File: src/hdl/erib_pkg.sv
`timescale 1ns / 1ps
// ============================================================================
// erib_pkg: shared types and codes for the edge range index builder
// Item and result beats, configuration view, opcodes, register indexes and
// controller states.
// ============================================================================
package erib_pkg;

    localparam int CFG_IDX_W  = 3;
    localparam int CFG_DATA_W = 32;

    typedef enum logic [1:0] {
        OP_OUT_EDGE = 2'd0,
        OP_IN_EDGE  = 2'd1,
        OP_LOOKUP   = 2'd2,
        OP_NONE     = 2'd3
    } op_t;

    typedef enum logic [CFG_IDX_W-1:0] {
        REG_FIRST_CORE_NODE = 3'd0,
        REG_PATCH_NODES     = 3'd1,
        REG_CORE_NODES      = 3'd2,
        REG_PATCH_OUT_EDGES = 3'd3,
        REG_PATCH_IN_EDGES  = 3'd4
    } reg_idx_t;

    typedef struct packed {
        logic [1:0]  operation;
        logic [31:0] node_id;
    } item_t;

    typedef struct packed {
        logic [15:0] out_start;
        logic [16:0] out_total;
        logic [15:0] in_start;
        logic [16:0] in_total;
    } result_t;

    typedef struct packed {
        logic [31:0] first_core_node;
        logic [6:0]  patch_nodes;
        logic [12:0] core_nodes;
        logic [16:0] patch_out_edges;
        logic [16:0] patch_in_edges;
    } cfg_t;

    typedef enum logic [3:0] {
        S_CLEAR,
        S_IDLE,
        S_EDGE,
        S_CORE_SUB,
        S_CORE_CHK,
        S_SCAN,
        S_TBL_RD,
        S_TBL_WR,
        S_LOOK_RD,
        S_LOOK_OUT
    } state_t;

endpackage

File: src/hdl/erib_cfg_regs.sv
`timescale 1ns / 1ps
// ============================================================================
// erib_cfg_regs: configuration register file
// Decode the write index and hold the five setup registers.
// ============================================================================
module erib_cfg_regs
    import erib_pkg::*;
(
    input  logic                  clk,
    input  logic                  rst_n,
    input  logic                  cfg_valid,
    output logic                  cfg_ready,
    input  logic [CFG_IDX_W-1:0]  cfg_index,
    input  logic [CFG_DATA_W-1:0] cfg_data,
    output cfg_t                  cfg
);

    cfg_t cfg_reg;
    cfg_t cfg_next;

    assign cfg_ready = 1'b1;

    always_comb
    begin
        cfg_next = cfg_reg;
        if (cfg_valid)
        begin
            case (reg_idx_t'(cfg_index))
                REG_FIRST_CORE_NODE: cfg_next.first_core_node = cfg_data;
                REG_PATCH_NODES:     cfg_next.patch_nodes     = cfg_data[6:0];
                REG_CORE_NODES:      cfg_next.core_nodes      = cfg_data[12:0];
                REG_PATCH_OUT_EDGES: cfg_next.patch_out_edges = cfg_data[16:0];
                REG_PATCH_IN_EDGES:  cfg_next.patch_in_edges  = cfg_data[16:0];
                default:             cfg_next = cfg_reg;
            endcase
        end
    end

    always_ff @(posedge clk or negedge rst_n)
    begin
        if (!rst_n)
        begin
            cfg_reg <= '0;
        end
        else
        begin
            cfg_reg <= cfg_next;
        end
    end

    assign cfg = cfg_reg;

endmodule

File: config.mk
export PLATFORM = sky130hd
export DESIGN_NAME = erib_cfg_regs
export DESIGN_NICKNAME = d
export VERILOG_FILES = /design/src/hdl/erib_pkg.sv /design/src/hdl/erib_cfg_regs.sv
export SDC_FILE = /design/constraint.sdc
export NUM_CORES = 1
export LEC_CHECK = 0
export BUFFER_PORTS_ARGS = -buffer_cell sky130_fd_sc_hd__buf_2
export CORE_MARGIN = 3
export CORE_UTILIZATION = 30
export CTS_CLUSTER_DIAMETER = 80
export DETAILED_ROUTE_END_ITERATION = 7
export MAX_ROUTING_LAYER = met4
export PLACE_DENSITY_LB_ADDON = 0.15
export SLEW_MARGIN = 25
export SYNTH_ARGS = -nofsm -noshare
export SYNTH_HDL_FRONTEND = slang
export SYNTH_SLANG_ARGS = --single-unit
File: constraint.sdc
create_clock -name clk -period 1.15 [get_ports clk]
set_input_delay 0.1725 -clock clk [delete_from_list [all_inputs] [get_ports clk]]
set_output_delay 0.1725 -clock clk [all_outputs]
set_load 0.005 [all_outputs]
Word-level counts from Yosys, hierarchy flattened
Cells that the tools add are included.
{"block": "totals", "reg_bits": 86, "latchBits": 0, "ram_bits": 0, "rom_bits": 0, "in_bits": 38, "output_inout_bits": 87, "wordCells": 15, "memories": 0}
{"block": "classes", "n_addsub": 0, "mul": 0, "div": 0, "magnitude_cmp": 0, "n_eq_ne": 4, "n_shift": 0, "n_mux": 0, "n_bitwise": 0, "n_reduce_logical": 6}
{"op": "$reduce_and 2->1", "n": 5}
{"op": "$eq 3x2->1 const B", "n": 2}
{"op": "$eq 3x1->1 const B", "n": 1}
{"op": "$eq 3x3->1 const B", "n": 1}
{"op": "$logic_not 3->1", "n": 1}

Logic depth before layout (Yosys ltp)
Gate-level depths: netlist (run 1).
{"block": "depth", "depth_word": 2, "mapped_depth": 4}

Worst setup path before layout (run 1)
OpenSTA, ideal clock, no wires.
{"block": "synth_path", "path_kind": "input to register", "from": "input cfg_index[0]", "to": "register cfg_reg, in the netlist cfg[54]", "setup_time_ns": 0.125, "arrival_ns": 1.096, "t_required_ns": 1.025, "path_slack_ns": -0.071, "path_stages": 3, "cell_sequence": "nor4b_4 -> buf_6 -> mux2_2"}
{"block": "synth_between", "elab_chain_len": 2}
{"item": "start: declaration", "line": "erib_cfg_regs.sv:13", "text": "input logic [CFG_IDX_W-1:0] cfg_index,"}
{"item": "$logic_not 3->1", "line": "erib_cfg_regs.sv:28", "text": "case (reg_idx_t'(cfg_index))"}
{"item": "$reduce_and 2->1 (no source line)"}
{"item": "end signal: assignment", "line": "erib_cfg_regs.sv:47", "text": "cfg_reg <= cfg_next;"}
{"item": "end: declaration", "line": "erib_cfg_regs.sv:18", "text": "cfg_t cfg_reg;"}
Every way passes these cells.
A chain may end at the register's enable or synchronous reset.

Worst setup path in the final report (run 1)
{"block": "layout_path", "from": "input cfg_index[1]", "to": "register cfg_reg, in the netlist cfg[61]"}
The elaborated chain is that of the path after synthesis.

==> out/summary.txt, run 1 <==
Leak pwr -> 2.16 nW
CP Buf/Inv Count -> 2
Number of flip-flops in the largest register -> 86
DRC violation count after routing -> 0
Commonest cells in the netlist -> 86 x dfrtp_1, 83 x mux2_2, 3 x buf_4, 3 x buf_6, 3 x mux2_1
Tmin final -> 1.08 ns
CP delay by family, top -> buffers and inverters
Netlist cell types -> 12
Worst setup path endpoint -> cfg[61]$_DFFE_PN0P_
Avg Vias per Cell -> 4.44
Total Routing Usage GR -> 13.4%
EDFF count, synth -> 0
Largest area contributor in the netlist -> dfrtp_1
Non-Filler Instances -> 466
Clk_skew -> 0 ns
Asr flop ratio synth -> 100%
Most common cell in the netlist -> dfrtp_1
Post-CTS sizing -> 0
Final Hold Vio Count -> 0
Design area -> 4450 µm²
Iter 0 DRT Violations -> 65
DRT Pass-1 Iters -> 4
Cts hold-fix bufs -> 1
Clock transition at path regs -> 0.09 ns
Crit-path slowest cell -> nor4b_4
Ports -> 125
Hold Path Class -> input port to register
Longest Clk Path Bufs -> 2
Routed via count -> 2068
Dpl cells -> 449
Worst Hold Margin -> 0.0392 ns
Placer Congestion -> 0.670
Cell Rows -> 37
TNS Setup -> 0 ns
Final core utilization -> 42.3%
Post-Syn Area per Cell -> 17.6 µm²
Critical Path Stages -> 4
Final period util -> 94.3%
CP startpoint kind -> input port
N_diodes -> 0
First-pass GRT wire length -> 12500 µm
Cells on worst reg2reg path -> 1
PnR Total Power -> 8.13 mW
Antenna Nets Post-Route -> 0
Total wire length -> 7670 µm
WP data arrival -> 1.32 ns
Outcome -> finished, final reports clean
Largest net degree at the start of global routing -> 41
Setup WS post-layout -> 0.0655 ns
Pre-CTS setup slack -> -0.314 ns
Starting Density -> 31.3%
Root buf cell -> clkbuf_8
Synth Instances -> 187
Final net count -> 363
Yosys warnings -> 0
Clk sink count -> 86
CP peak stage delay -> 0.36 ns
Initial antenna violation count -> 0
Worst-path fanout max -> 11
RSZ-0062 raised after global routing -> false
Die Area -> 12200 µm²
Beginning of the critical path -> cfg_index[1]
Slew Viols, Final -> 0
Fmax -> 0.922 GHz
Die Y -> 111 µm
Crit path required time -> 1.39 ns
Vias in the first global route -> 2243
Wirelength per Cell -> 16.5 µm
P per Cell Area -> 1830 nW/µm²
FF+latch count, synth -> 86
Maxcap violations -> 0
CTS tree -> done
GR Overflow Total -> 0
Syn Nets -> 225
Critical path, cell by cell -> buf_2, nor4b_4, buf_4, mux2_2
Final setup viols -> 0
Layout area overhead -> 35.3%
Peak supply drop -> 0.712 mV
Sequential-to-total area share from yosys stat -> 65.5%
Core area -> 10500 µm²
# Post-CTS Setup Buffers -> 0
CTS Buf Count -> 9
Worst-skew pair later-pin latency -> 0.34 ns
Reg2reg setup slack -> 0.36 ns
H-tree depth -> 3
Crit path kind -> input port to register
Top cell type's share of synthesized area -> 65.5%
Worst r2r dst -> cfg[11]$_DFFE_PN0P_
Area after DPL -> 4210 µm²
Layout cells sized above 1 -> 72.1%
Synth top area cells -> dfrtp_1 65%, mux2_2 28%, buf_6 1.0%
Critical Path End Type -> register
Die Wd -> 111 µm
Final HPWL DP -> 5640 µm
Port-buffer cells -> 123
FF-to-FF Start -> cfg[11]$_DFFE_PN0P_
Top FF cell, synth -> dfrtp_1
Syn Std Cell Area -> 3290 µm²
## area by class of cell
| type | instances | area [µm²] |
|---|---|---|
| clock buffers | 9 | 124 |
| clock inverters | 7 | 103 |
| fillers | 1003 | 6060 |
| multi-input cells | 92 | 1100 |
| flip-flops and latches | 86 | 2150 |
| well taps | 136 | 170 |
| repair buffers | 136 | 793 |
## layer usage
metal / share of wire (%) / global-route usage (%)
met2: 47 / 20.1
met4: 1.3 / 4.68
met5: 0 / -
met1: 46 / 17.5
met3: 5.1 / 3.71
## kinds of logic after synthesis
logic type,after synthesis,share of synthesized area (%)
other,1,0.114
flip-flops,86,65.5
AND/OR/NAND/NOR,5,2.44
multiplexers,86,29.5
buffers and inverters,9,2.48
## power by group
part	switching, mW	internal, mW
registers	0.327	3.69
clock network	1.13	1.25
logic	0.674	1.06
total	2.13	6.00
## worst min-delay path by stage
stage | depth (start not counted) | from | end
6_report | 2 | cfg_data[27] | cfg[81]$_DFFE_PN0P_
5_1_grt | 2 | cfg_data[27] | cfg[81]$_DFFE_PN0P_
4_1_cts | 2 | cfg_data[26] | cfg[80]$_DFFE_PN0P_
3_5_place_dp | 1 | rst_n | cfg[25]$_DFFE_PN0P_
3_3_place_gp | 1 | rst_n | cfg[25]$_DFFE_PN0P_
2_1_floorplan | 0 | rst_n | cfg[0]$_DFFE_PN0P_
## cell usage in the layout, fill, tap and decap left out, types with 2 or more instances in the layout
master       n
mux2_4      10
inv_6        3
buf_4        7
clkbuf_8     9
mux2_1       2
bufinv_16    2
mux2_2      74
buf_2      122
buf_12       6
dfrtp_1     86
No activity file was read; power rests on OpenSTA's default activity.
==> run 2: changes to the inputs <==
- CELL_PAD_IN_SITES_DETAIL_PLACEMENT: default -> 1
- CELL_PAD_IN_SITES_GLOBAL_PLACEMENT: default -> 2
==> run 2 against run 1 <==
Against the previous run:
- core utilization decreased by 0.32 points
- maximum frequency increased by 1.5%
- largest power group unchanged
- sequential share of layout area increased by 0.37 points
- non-clock buffer count unchanged
- clock-buffer cell count increased by 1
==> out/summary.txt, run 2 (synthesized netlist as in run 1, its figures left out) <==
Die Wd -> 111 µm (unchanged)
PnR Total Power -> 7.83 mW (was 8.13 mW)
RSZ-0062 raised after global routing -> false (unchanged)
Placer Congestion -> 0.712 (was 0.670)
# Post-CTS Setup Buffers -> 0 (unchanged)
N_diodes -> 0 (unchanged)
Worst r2r dst -> cfg[81]$_DFFE_PN0P_ (was cfg[11]$_DFFE_PN0P_)
CTS Buf Count -> 9 (unchanged)
Hold Path Depth -> 2 (unchanged)
Slew Viols, Final -> 0 (unchanged)
Total wire length -> 7870 µm (was 7670 µm)
CTS tree -> done (unchanged)
Post-CTS sizing -> 0 (unchanged)
DRT Pass-1 Iters -> 4 (unchanged)
Port-buffer cells -> 123 (unchanged)
Fmax -> 0.936 GHz (was 0.922 GHz)
Worst Hold Margin -> 0.0367 ns (was 0.0392 ns)
Initial antenna violation count -> 0 (unchanged)
Hold Startpoint -> cfg_data[26] (was cfg_data[27])
H-tree depth -> 3 (unchanged)
Layout cells sized above 1 -> 72.3% (was 72.1%)
Reg2reg setup slack -> 0.37 ns (was 0.36 ns)
FF-to-FF Start -> cfg[81]$_DFFE_PN0P_ (was cfg[11]$_DFFE_PN0P_)
Crit path required time -> 1.38 ns (was 1.39 ns)
Crit path kind -> input port to register (unchanged)
Cells on worst reg2reg path -> 1 (unchanged)
Wirelength per Cell -> 17.0 µm (was 16.5 µm)
Starting Density -> 31.3% (unchanged)
Area of the multi-input gates -> 1110 µm² (was 1100 µm²)
Cell Rows -> 37 (unchanged)
Final period util -> 92.9% (was 94.3%)
Final HPWL DP -> 5720 µm (was 5640 µm)
Final net count -> 363 (unchanged)
Die Area -> 12200 µm² (unchanged)
Avg Vias per Cell -> 4.56 (was 4.44)
GR Overflow Total -> 0 (unchanged)
Longest Clk Path Bufs -> 2 (unchanged)
WP data arrival -> 1.30 ns (was 1.32 ns)
Worst-path fanout max -> 17 (was 11)
Final setup viols -> 0 (unchanged)
Dpl cells -> 449 (unchanged)
Largest net degree at the start of global routing -> 48 (was 41)
Worst-skew pair later-pin latency -> 0.34 ns (about the same)
Maxcap violations -> 0 (unchanged)
Final Hold Vio Count -> 0 (unchanged)
Sequential Area -> 2150 µm² (unchanged)
Final core utilization -> 42.0% (was 42.3%)
Hold Path Class -> input port to register (unchanged)
Core area -> 10500 µm² (unchanged)
First-pass GRT wire length -> 12900 µm (was 12500 µm)
Clk sink count -> 86 (unchanged)
Outcome -> finished, final reports clean (unchanged)
Fillers -> 1122 (was 1003)
Iter 0 DRT Violations -> 68 (was 65)
Routed via count -> 2114 (was 2068)
Commonest non-fill, non-tap cell in the layout -> buf_2 (unchanged)
Non-Filler Instances -> 464 (was 466)
Tmin final -> 1.07 ns (was 1.08 ns)
P per Cell Area -> 1780 nW/µm² (was 1830 nW/µm²)
Vias in the first global route -> 2344 (was 2243)
Cts hold-fix bufs -> 1 (unchanged)
Critical Path End Type -> register (unchanged)
Number of flip-flops in the largest register -> 86 (unchanged)
Peak supply drop -> 0.502 mV (was 0.712 mV)
Root buf cell -> clkbuf_8 (unchanged)
Clk_skew -> 0 ns (unchanged)
Hold endpoint -> cfg[80]$_DFFE_PN0P_ (was cfg[81]$_DFFE_PN0P_)
Clock transition at path regs -> 0.08 ns (was 0.09 ns)
TNS Setup -> 0 ns (unchanged)
Most frequent cells in the layout -> 122 x buf_2, 86 x dfrtp_1, 74 x mux2_2 (unchanged)
Antenna Nets Post-Route -> 0 (unchanged)
Leak pwr -> 2.15 nW (was 2.16 nW)
Die Y -> 111 µm (unchanged)
DRC violation count after routing -> 0 (unchanged)
CP startpoint kind -> input port (unchanged)
Total Routing Usage GR -> 13.8% (was 13.4%)
Layout area overhead -> 34.3% (was 35.3%)
Ports -> 125 (unchanged)
run 2: power breakdown:
group	leakage (nW)	switching, mW	internal [mW]
Sequential	1.03	0.332	3.69
Combinational	1.02	0.674	1.06
Clock	0.0980	1.04	1.04
run 2: how the worst max path moves through the flow:
stage,to,slack (ns),cells past startpoint,start
after floorplan,cfg[54]$_DFFE_PN0P_,-0.07,3,cfg_index[0]
after global placement,cfg[62]$_DFFE_PN0P_,-0.26,4,cfg_index[0]
after detailed placement,cfg[83]$_DFFE_PN0P_,-0.31,4,cfg_index[0]
after CTS,cfg[27],0.06,1,cfg[27]$_DFFE_PN0P_
after global routing,cfg[27],0.03,1,cfg[27]$_DFFE_PN0P_
final,cfg[61]$_DFFE_PN0P_,0.08,4,cfg_index[0]
run 2: layer usage:
layer  routed length (µm)  GRT usage (%)  up-vias
met4                   97           4.43        0
met1                 3650           18.2     1079
met2                 3650           20.1       83
li1                     -              -      942
met5                    0              -        -
met3                  475           4.69       10
run 2: layout make-up:
class                   instances  area share [%]
clock buffers                  10            3.12
clock inverters                 4            1.11
multi-input cells              92            25.2
flip-flops and latches         86            48.8
well taps                     136            3.86
repair buffers                136            18.0
run 2: critical path, stage by stage:
cell     delay [ns]
buf_2          0.14
nor4b_4        0.30
buf_4          0.31
mux2_2         0.37
run 2: through the flow:
stage / area, µm² / worst slack (ns)
3_5_place_dp: 4220 / -0.312
2_1_floorplan: 3320 / -0.0707
6_report: 4410 / 0.0812
5_1_grt: 4410 / 0.0334
3_3_place_gp: 4220 / -0.262
4_1_cts: 4410 / 0.0605
==> run 3: changes to the inputs <==
- ABC_AREA: default -> 1
==> run 3 against run 2 <==
Against the previous run:
- critical path depth fell by 3
- setup slack improved by 0.022 ns
- global-route usage increased by 4.3 points
- die area rose by 5.7%
- largest cell class unchanged
- critical endpoint is now cfg[23]
- flip-flop and latch count stayed put
- sequential power fell by 3%
- area after synthesis is 6.0% higher
- power rose by 17%
- clock power rose by 76%
==> out/summary.txt, run 3 <==
Outcome -> finished, final reports clean (unchanged)
Iter 0 DRT Violations -> 123 (was 68)
RSZ-0062 raised after global routing -> false (unchanged)
Crit path required time -> 0.98 ns (was 1.38 ns)
Fillers -> 1331 (was 1122)
Yosys warnings -> 0 (unchanged)
Routed via count -> 3073 (was 2114)
EDFF count, synth -> 0 (unchanged)
Layout cells sized above 1 -> 32.8% (was 72.3%)
Final setup viols -> 0 (unchanged)
Final period util -> 91.0% (was 92.9%)
Longest Clk Path Bufs -> 2 (unchanged)
Leak pwr -> 2.72 nW (was 2.15 nW)
Synth Instances -> 385 (was 187)
Top Layer Used -> met4 (unchanged)
Most common cell in the netlist -> nand2_1 (was dfrtp_1)
Final net count -> 557 (was 363)
Area of the multi-input gates -> 1170 µm² (was 1110 µm²)
Post-Syn Area per Cell -> 9.04 µm² (was 17.6 µm²)
Asr flop ratio synth -> 100% (unchanged)
Port-buffer cells -> 123 (unchanged)
Largest net degree at the start of global routing -> 28 (was 48)
Maxcap violations -> 0 (unchanged)
Top FF cell, synth -> dfrtp_1 (unchanged)
GR Overflow Total -> 0 (unchanged)
M1 WL -> 5130 µm (was 3650 µm)
DRT Pass-1 Iters -> 4 (unchanged)
First-pass GRT wire length -> 17600 µm (was 12900 µm)
Critical Path End Type -> output pin (was register)
Cell Rows -> 38 (was 37)
Placer Congestion -> 0.732 (was 0.712)
Wire length on met3 -> 528 µm (was 475 µm)
Starting Density -> 31.4% (was 31.3%)
Ports -> 125 (unchanged)
CP startpoint kind -> register (was input port)
Pre-CTS setup slack -> -0.0155 ns (was -0.312 ns)
Synth top area cells -> dfrtp_1 62%, nand2_1 21%, nand3_1 9.9% (was dfrtp_1 65%, mux2_2 28%, buf_6 1.0%)
Antenna Nets Post-Route -> 0 (unchanged)
CTS Buf Count -> 9 (unchanged)
CP delay by family, top -> flip-flops (was buffers and inverters)
Wirelength per Cell -> 16.4 µm (was 17.0 µm)
Avg Vias per Cell -> 4.63 (was 4.56)
Syn Std Cell Area -> 3480 µm² (was 3290 µm²)
Commonest non-fill, non-tap cell in the layout -> nand2_1 (was buf_2)
Vias in the first global route -> 3228 (was 2344)
Clock transition at path regs -> 0.06 ns (was 0.08 ns)
Tmin final -> 1.05 ns (was 1.07 ns)
Number of flip-flops in the largest register -> 86 (unchanged)
CTS tree -> done (unchanged)
FF+latch count, synth -> 86 (unchanged)
Worst Hold Margin -> 0.0665 ns (was 0.0367 ns)
Setup WS post-layout -> 0.103 ns (was 0.0812 ns)
Final Hold Vio Count -> 0 (unchanged)
Die Area -> 12900 µm² (was 12200 µm²)
Largest area contributor in the netlist -> dfrtp_1 (unchanged)
Most frequent cells in the layout -> 191 x nand2_1, 122 x buf_2, 86 x dfrtp_1 (was 122 x buf_2, 86 x dfrtp_1, 74 x mux2_2)
Commonest cells in the netlist -> 191 x nand2_1, 86 x dfrtp_1, 69 x nand3_1, 12 x buf_2, 5 x buf_6 (was 86 x dfrtp_1, 83 x mux2_2, 3 x buf_4, 3 x buf_6, 3 x mux2_1)
PnR Total Power -> 9.13 mW (was 7.83 mW)
Worst-path fanout max -> 2 (was 17)
Root buf cell -> clkbuf_16 (was clkbuf_8)
Syn Nets -> 423 (was 225)
Crit path kind -> register to output pin (was input port to register)
N_diodes -> 0 (unchanged)
Core area -> 11100 µm² (was 10500 µm²)
H-tree depth -> 3 (unchanged)
Worst-skew pair later-pin latency -> 0.33 ns (was 0.34 ns)
Sequential Area -> 2150 µm² (unchanged)
Clk sink count -> 86 (unchanged)
P per Cell Area -> 1930 nW/µm² (was 1780 nW/µm²)
Die Y -> 114 µm (was 111 µm)
Final HPWL DP -> 7810 µm (was 5720 µm)
Peak supply drop -> 0.821 mV (was 0.502 mV)
Critical path, cell by cell -> buf_2 (was buf_2, nor4b_4, buf_4, mux2_2)
Total Routing Usage GR -> 18.2% (was 13.8%)
Slew Viols, Final -> 0 (unchanged)
Clk_skew -> 0 ns (unchanged)
WP data arrival -> 0.87 ns (was 1.30 ns)
Met2 wire len -> 5050 µm (was 3650 µm)
Top cell type's share of synthesized area -> 61.8% (was 65.5%)
Die Wd -> 114 µm (was 111 µm)
Hold Path Class -> input port to register (unchanged)
CP Buf/Inv Count -> 1 (was 2)
Total wire length -> 10900 µm (was 7870 µm)
Fmax -> 0.955 GHz (was 0.936 GHz)
Layout area overhead -> 36.2% (was 34.3%)
Post-CTS sizing -> 0 (unchanged)
Crit-path slowest cell -> dfrtp_1 (was mux2_2)
DRC violation count after routing -> 0 (unchanged)
Initial antenna violation count -> 0 (unchanged)
Sequential-to-total area share from yosys stat -> 61.8% (was 65.5%)
Netlist cell types -> 15 (was 12)
CP peak stage delay -> 0.41 ns (was 0.37 ns)
run 3: cell types whose count changed after synthesis, sizes merged, moves of 5 or more:
cell,before,now
buf,9,20
inv,0,5
mux2,86,0
nand2,0,197
nand3,0,69
nor2,0,5
run 3: worst paths after layout:
check | from | to | slack [ns] | cells past startpoint
min reg2reg | cfg[72]$_DFFE_PN0P_ | cfg[72]$_DFFE_PN0P_ | 0.47 | 2
min in group asynchronous | rst_n | cfg[45]$_DFFE_PN0P_ | 0.28 | 2
max reg2reg | cfg[23]$_DFFE_PN0P_ | cfg[23]$_DFFE_PN0P_ | 0.50 | 2
max | cfg[23]$_DFFE_PN0P_ | cfg[23] | 0.10 | 1
max in group asynchronous | rst_n | cfg[12]$_DFFE_PN0P_ | 0.42 | 3
min | cfg_data[17] | cfg[71]$_DFFE_PN0P_ | 0.07 | 3
run 3: through the flow:
stage	utilization (%)	cell area [µm²]	setup TNS (ns)	std cells
floorplan	-	3480	0	385
global route	42.8	4740	0	664
finish	42.8	4740	0	664
CTS	42.8	4740	0	664
detailed placement	39.3	4350	-0.0619	647
global placement	39.3	4350	0	647
run 3: kinds of logic after synthesis:
family | count (synthesis) | synth area share [%]
other | 1 | 0.108
buffers and inverters | 27 | 4.74
AND/OR/NAND/NOR | 271 | 33.3
flip-flops | 86 | 61.8
run 3: report_power, final:
part,switching [mW],internal [mW],total [mW]
clock network,1.19,2.47,3.66
logic,0.860,0.717,1.58
registers,0.304,3.59,3.90
total,2.36,6.77,9.13
run 3: area by class of cell:
cell class                      instances  area share, %
Sequential cell                        86           45.4
Inverter                                6          0.475
Timing Repair Buffer                  144           17.7
Clock buffer                           11           5.33
Multi-Input combinational cell        272           24.7
Clock inverter                          5           2.72
Tap cell                              140           3.69
run 3: repair_timing:
| item | CTS | global route |
|---|---|---|
| setup buffers | 0 | 0 |
| hold endpoints to repair | 18 | 0 |
| hold buffers | 1 | 0 |
run 3: metal layers:
layer  track usage [%]  up-vias
li1                  -     1487
met1              24.1     1492
met2              28.3       82
met3              3.08       12
met4              6.25        0
met5                 -        -
